$ cat config.mk
export PLATFORM = sky130hd
export DESIGN_NAME = uas_ctrl
export DESIGN_NICKNAME = d
export VERILOG_FILES = /design/src/hw/rtl/uas_pkg.sv /design/src/hw/rtl/uas_ctrl.sv
export SDC_FILE = /design/constraint.sdc
export NUM_CORES = 1
export LEC_CHECK = 0
export ABC_AREA = 1
export BUFFER_PORTS_ARGS = -buffer_cell sky130_fd_sc_hd__buf_2
export CAP_MARGIN = 20
export CORE_ASPECT_RATIO = 1.5
export CORE_MARGIN = 2
export CORE_UTILIZATION = 41
export DETAILED_ROUTE_END_ITERATION = 6
export PLACE_DENSITY = 0.64
export SYNTH_ARGS = -nofsm -noshare
export SYNTH_HDL_FRONTEND = slang
export SYNTH_SLANG_ARGS = --single-unit
$ cat constraint.sdc
create_clock -name i_clk -period 2 [get_ports i_clk]
set_clock_uncertainty 0.1 [all_clocks]
set_input_delay 0.1 -clock i_clk [delete_from_list [all_inputs] [get_ports i_clk]]
set_output_delay 0.1 -clock i_clk [all_outputs]
set_load 0.005 [all_outputs]
$ cat src/hw/rtl/uas_pkg.sv
package uas_pkg;

    // Default number of cells held in the row store
    localparam int MAX_CELLS_DEF = 32;

    // Field widths fixed by the interface
    localparam int FRAC_W = 16;
    localparam int VEL_W  = 24;
    localparam int DT_W   = 24;
    localparam int ICS_W  = 24;
    localparam int CNT_W  = 6;
    localparam int POS_W  = 5;
    localparam int COUR_W = 32;
    localparam int S_DATA_W = 80;
    localparam int M_DATA_W = 24;

    // Configuration register indexes
    localparam logic CFG_CELL_COUNT  = 1'b0;
    localparam logic CFG_INV_SPACING = 1'b1;

    // Reset values of the configuration registers
    localparam logic [CNT_W-1:0] CELL_COUNT_RST  = CNT_W'(10);
    localparam logic [ICS_W-1:0] INV_SPACING_RST = ICS_W'(256);

    // Commands from the controller to the datapath
    typedef struct packed {
        logic load;   // latch the accepted time step
        logic mul1;   // velocity times step length
        logic mul2;   // times inverse spacing
        logic csat;   // saturate the Courant number
        logic step;   // one sweep step: shift the neighbour window
        logic rd_en;  // read one old cell value
        logic comp;   // start the update of one cell
        logic first;  // the cell being updated is cell 0
        logic last;   // the cell being updated is the last in use
    } t_cmd;

endpackage

$ cat src/hw/rtl/uas_ctrl.sv
module uas_ctrl
    import uas_pkg::*;
#(
    parameter int MAX_CELLS = MAX_CELLS_DEF
) (
    input  logic                         i_clk,
    input  logic                         i_rst_n,
    input  logic                         i_accept,
    input  logic                         i_adv,
    input  logic [CNT_W-1:0]             i_cell_count,
    output logic                         o_idle,
    output t_cmd                         o_cmd,
    output logic [$clog2(MAX_CELLS)-1:0] o_rd_addr,
    output logic [$clog2(MAX_CELLS)-1:0] o_comp_idx
);

    localparam int AW = $clog2(MAX_CELLS);
    localparam int KW = $clog2(MAX_CELLS + 2);

    localparam logic [2:0] ST_IDLE  = 3'd0;
    localparam logic [2:0] ST_MUL1  = 3'd1;
    localparam logic [2:0] ST_MUL2  = 3'd2;
    localparam logic [2:0] ST_SAT   = 3'd3;
    localparam logic [2:0] ST_SWEEP = 3'd4;

    logic [2:0]    r_state, n_state;
    logic [KW-1:0] r_n, n_n;
    logic [KW-1:0] r_k, n_k;
    logic [KW-1:0] clamp_n;
    logic [KW-1:0] k_m2;

    // Cell count limited to the range two to capacity
    always_comb begin
        if (i_cell_count < CNT_W'(2)) begin
            clamp_n = KW'(2);
        end else if (int'(i_cell_count) > MAX_CELLS) begin
            clamp_n = KW'(MAX_CELLS);
        end else begin
            clamp_n = KW'(i_cell_count);
        end
    end

    assign k_m2 = r_k - KW'(2);

    // Next state and commands
    always_comb begin
        n_state    = r_state;
        n_n        = r_n;
        n_k        = r_k;
        o_cmd      = '0;
        o_rd_addr  = r_k[AW-1:0];
        o_comp_idx = k_m2[AW-1:0];
        case (r_state)
            ST_IDLE: begin
                if (i_accept) begin
                    o_cmd.load = 1'b1;
                    n_n        = clamp_n;
                    n_k        = '0;
                    n_state    = ST_MUL1;
                end
            end
            ST_MUL1: begin
                if (i_adv) begin
                    o_cmd.mul1 = 1'b1;
                    n_state    = ST_MUL2;
                end
            end
            ST_MUL2: begin
                if (i_adv) begin
                    o_cmd.mul2 = 1'b1;
                    n_state    = ST_SAT;
                end
            end
            ST_SAT: begin
                if (i_adv) begin
                    o_cmd.csat = 1'b1;
                    n_state    = ST_SWEEP;
                end
            end
            ST_SWEEP: begin
                if (i_adv) begin
                    o_cmd.step  = 1'b1;
                    o_cmd.rd_en = (r_k < r_n);
                    o_cmd.comp  = (r_k >= KW'(2));
                    o_cmd.first = (r_k == KW'(2));
                    o_cmd.last  = (k_m2 == r_n - KW'(1));
                    n_k         = r_k + KW'(1);
                    if (r_k == r_n + KW'(1)) begin
                        n_state = ST_IDLE;
                    end
                end
            end
            default: begin
                n_state = ST_IDLE;
            end
        endcase
    end

    // State registers
    always_ff @(posedge i_clk) begin
        if (!i_rst_n) begin
            r_state <= ST_IDLE;
            r_n     <= KW'(2);
            r_k     <= '0;
        end else begin
            r_state <= n_state;
            r_n     <= n_n;
            r_k     <= n_k;
        end
    end

    assign o_idle = (r_state == ST_IDLE);

endmodule

Yosys cells after proc, flatten, opt, wreduce, memory -nomap -nowiden --
Cells that the tools add are included. W data, S select, Z words.
Word-level totals: output and inout port bits 20, memories kept 0, bits in writable memories 0, input port bits 10, bits in read-only memories 0, word-level logic and storage cells 49, bits in registers 15, latch bits 0
Cells by class: mux-type cells 20, multiply operators 0, magnitude comparators 4, divide/modulo/power cells 0, equal/unequal tests 13, bitwise gates (word level) 0, add/sub/neg operators 4, shifts and indexed selects 0, reductions and logical operators 5
Operators by type and width (number):
- $mux W6 | 4
- $mux W3 | 6
- $pmux W3 S5 | 1
- $add A6 B1 Y6 const B | 2
- $eq A6 B6 Y1 | 2
- $ne A2 B2 Y1 const B | 6
- $pmux W6 S2 | 1
- $mux W5 | 2
- $eq A3 B2 Y1 const B | 2
- $eq A6 B2 Y1 const B | 1
- $ge A6 B2 Y1 const B | 1
- $gt A6 B6 Y1 const B | 1
- $lt A6 B2 Y1 const B | 1
- $lt A6 B6 Y1 | 1
- $mux W1 | 6
- $reduce_and A6 Y1 | 1
- $sub A6 B1 Y6 const B | 1
- $sub A6 B2 Y6 const B | 1
- $eq A3 B1 Y1 const B | 1
- $eq A3 B3 Y1 const B | 1
- $logic_not A3 Y1 | 1
- $reduce_and A3 Y1 | 1
- $reduce_and A2 Y1 | 1
- $reduce_bool A2 Y1 | 1

Logic depth before layout (Yosys ltp) --
depth after elaboration 5, mapped depth 12, gate-level depth less buffers 12

Worst setup path after synthesis --
Ideal clock, no wire load.
path kind reg2reg, from register r_k[0], to register r_state[1], required time 1.836 ns, data arrival time 1.478 ns, slack 0.358 ns, library setup time 0.064 ns, cell stages (with the launch flop) 12, buffers on the path 0, clock period less this slack 1.642 ns, cell sequence dfxtp_1 -> inv_1 -> ha_1 -> inv_1 -> nand2_1 -> nor2_1 -> nand3_1 -> o21ai_2 -> nand3_2 -> nand2_1 -> inv_1 -> nor2_1
On the way: word-level cells in the longest chain between the ends 3
RTL lines:
- start: declaration | line uas_ctrl.sv:28 | logic [KW-1:0] r_k, n_k;
- start signal: assignment | line uas_ctrl.sv:108 | r_k <= n_k;
- $eq A6 B6 Y1 | line uas_ctrl.sv:88 | if (r_k == r_n + KW'(1)) begin
- $ne A2 B2 Y1 (no line)
- $reduce_and A6 Y1 (no line)
- end signal: assignment | line uas_ctrl.sv:106 | r_state <= n_state;
- end: declaration | line uas_ctrl.sv:26 | logic [2:0] r_state, n_state;
Every way passes these cells. A chain may end at the register's enable or synchronous reset.

==> flow_metrics.tcl <==
set metrics [dict create \
    status "finished clean" \
    cts_sinks 15 \
    hp-start "i_cell_count[0]" \
    synth_warnings 0 \
    yosysUniqueCellTypes 33 \
    antenna_found_initial 0 \
    r2r-end "r_state[1]$_SDFFE_PN0P_" \
    n_antenna_cell 0 \
    synth_top_area_share_pct 22.0 \
    grt_first_pass_wirelength_um 5550 \
    reg2reg_depth 11 \
    synth.most_common_cell "nand2_1" \
    yosysTopAreaCell "dfxtp_1" \
    cp.required_ns 1.80 \
    hold_buffers 0 \
    overflow 0 \
    yosys_register_bits 15 \
    rsz0062_at_grt "true" \
    vias 1366 \
    hold_end "r_n[0]$_SDFFE_PN0P_" \
    fillers 330 \
    critPathArrivalTime_ns 1.72 \
    reg2reg_from "r_n[0]$_SDFFE_PN0P_" \
    cts_tree "yes" \
    dpl.hpwl_um 2800 \
    slew_headroom_pct 69.2 \
    cap_violations 0 \
    postRouteAntennaNets 0 \
    p_per_area_mw_per_mm2 907 \
    cts.path.max_buffers 2 \
    path_cells "inv_4, ha_1, inv_1, o21bai_1, nand2_1, a21boi_2, o21ai_1, a21boi_1, nor3_1, buf_2" \
    grt_pass1_vias 1246 \
    setup_viol 0 \
    drtIter0Drc 23 \
    grt.total_usage_pct 19.3 \
    crit_type "flip-flop to output pin" \
    ys.flop_type "dfxtp_1" \
    pin_count 30 \
    multi_input_area_um2 907 \
    cp_slowest_stage_delay_ns 0.37 \
    cp_slowest_cell "dfxtp_4" \
    startpoint_type "flip-flop" \
    syn2layout_area_growth_pct 20.4 \
    finalCriticalPeriod_ns 1.92 \
    clkTransAtPathRegs_ns 0.07 \
    fp.coreArea_mm2 0.00316 \
    synth_area_per_cell_um2 6.60 \
    irDropWorstVdd_v 0.000553 \
    wl_per_cell_um 12.1 \
    cts_root_buf "clkbuf_8" \
    async_reset_ff_share_pct 0 \
    dieWidth_um 51.1 \
    slew_viol_final 0 \
    wirelength_um 3390 \
    dr.pass1.iters 4 \
    fp.dieH_um 74.7 \
    synth_area_leaders "dfxtp_1 (22%), nand2_1 (13%), ha_1 (11%), inv_1 (8.2%), nor2_1 (5.8%)" \
    vias_per_cell 4.90 \
    start_util_pct 43.2 \
    synth_edf_count 0 \
    seqCellArea_um2 310 \
    post_dp_cell_area_mm2 0.00154 \
    syn_area_mm2 0.00137 \
    syn_inst 207 \
    ff2ff_setup_slack_ns 0.34 \
    clock_latency_ns 0.25 \
    numCtsBuffers 3 \
    final_util_pct 52.1 \
    rows 25 \
    power_leakage_nw 0.860 \
    fin_area_mm2 0.00165 \
    grt_max_degree 11 \
    drive_above_1_share_pct 29.3 \
    finalHoldViolCount 0 \
    fin_crit_sh_pct 96.1 \
    worst-path-max-fanout 4 \
    cp-end-kind "output pin" \
    layout.nets 262 \
    syn-num-nets 229 \
    port_buffers 29 \
    stdcell_count 279 \
    dp_cells 273 \
    seq_area_frac_synth_pct 22.0 \
    min_path_type "input pin to flip-flop" \
    achievable-frequency_mhz 520 \
    worst_slew_pin_slew_ns 0.459 \
    synth_common_cells "nand2_1 (49), inv_1 (30), nor2_1 (21), dfxtp_1 (15), nand3_1 (14)" \
    h-tree-depth 1 \
    hold_path_depth 3 \
    place.gp.congestion 0.830 \
    drc_errors 0 \
    die_area_mm2 0.00382 \
]
==> per-layer routing <==
layer  wire length (µm)  track usage (%)
met4                 43             5.71
met5                  0                0
met2               1880             38.4
met1               1400             21.1
met3                 65             1.79
==> placed cells by master (no fill, tap or decap), types with 5 or more instances in the layout <==
master	count
nand3_1	14
nand2_1	49
dfxtp_1	9
xor2_1	6
inv_2	8
dfxtp_2	5
buf_2	29
nor3_1	6
nor2_1	21
ha_1	11
inv_1	27
buf_4	6
==> where the power goes <==
part / switching [W] / internal [W] / total (W)
logic: 0.000485 / 0.000325 / 0.000811
registers: 0.0000699 / 0.000359 / 0.000429
clock network: 0.000115 / 0.000138 / 0.000253
==> cell type report <==
cell class | count | share of cell area (%)
sequential | 15 | 18.9
timing repair buffer | 35 | 11.6
tap | 40 | 3.04
clock inverter | 1 | 0.304
clock buffer | 3 | 2.51
inverter | 37 | 8.59
multi-input combinational | 148 | 55.1
==> sequential cells by signal, summed over array words and instances, names as in the netlist <==
signal,count
r_state,3
r_n,6
r_k,6
==> per-stage QoR <==
| step | hold slack, ns | worst slack, ns | power (W) | TNS, ns |
|---|---|---|---|---|
| global route | 0.0297 | -0.0882 | 0.00163 | -0.0882 |
| global placement | 0.278 | 0.180 | 0.00119 | 0 |
| detailed placement | 0.280 | 0.182 | 0.00118 | 0 |
| finish | 0.0189 | 0.0774 | 0.00149 | 0 |
| floorplan | 0.151 | 0.358 | 0.000991 | 0 |
| CTS | 0.0156 | 0.0289 | 0.00144 | 0 |
==> critical path, delay by kind of cell, from the launching register on <==
family,cells,cell delay [ns]
fa+ha+maj,1,0.27
simple gates,2,0.13
buf+inv,3,0.21
compound gates,4,0.50
flops,1,0.37
==> how the worst max path moves through the flow <==
stage / slack, ns / to / start / cells after the start
floorplan: 0.36 / r_state[1]$_SDFFE_PN0P_ / r_k[0]$_SDFFE_PN0P_ / 11
global placement: 0.18 / r_state[1]$_SDFFE_PN0P_ / r_n[0]$_SDFFE_PN0P_ / 11
detailed placement: 0.18 / r_state[1]$_SDFFE_PN0P_ / r_n[0]$_SDFFE_PN0P_ / 11
CTS: 0.03 / o_cmd[3] / r_n[1]$_SDFFE_PN1P_ / 10
global route: -0.09 / o_cmd[3] / r_n[1]$_SDFFE_PN1P_ / 10
finish: 0.08 / o_cmd[3] / r_n[1]$_SDFFE_PN1P_ / 10
==> cells by family after synthesis <==
logic type / after synthesis / synth area share (%)
buf+inv: 44 / 13.7
compound gates: 22 / 11.5
flops: 15 / 22.0
fa+ha+maj: 12 / 11.0
xor+xnor: 9 / 5.77
simple gates: 105 / 36.0
==> timing repair <==
action                                  4_1_cts  5_1_grt
pin swaps                                     0        7
hold endpoints to repair                      0        0
gates resized for setup                       4       14
buffers inserted                              0        2
endpoints found under the setup margin        2        2
Note: power is estimated with default switching activity, not from simulation.
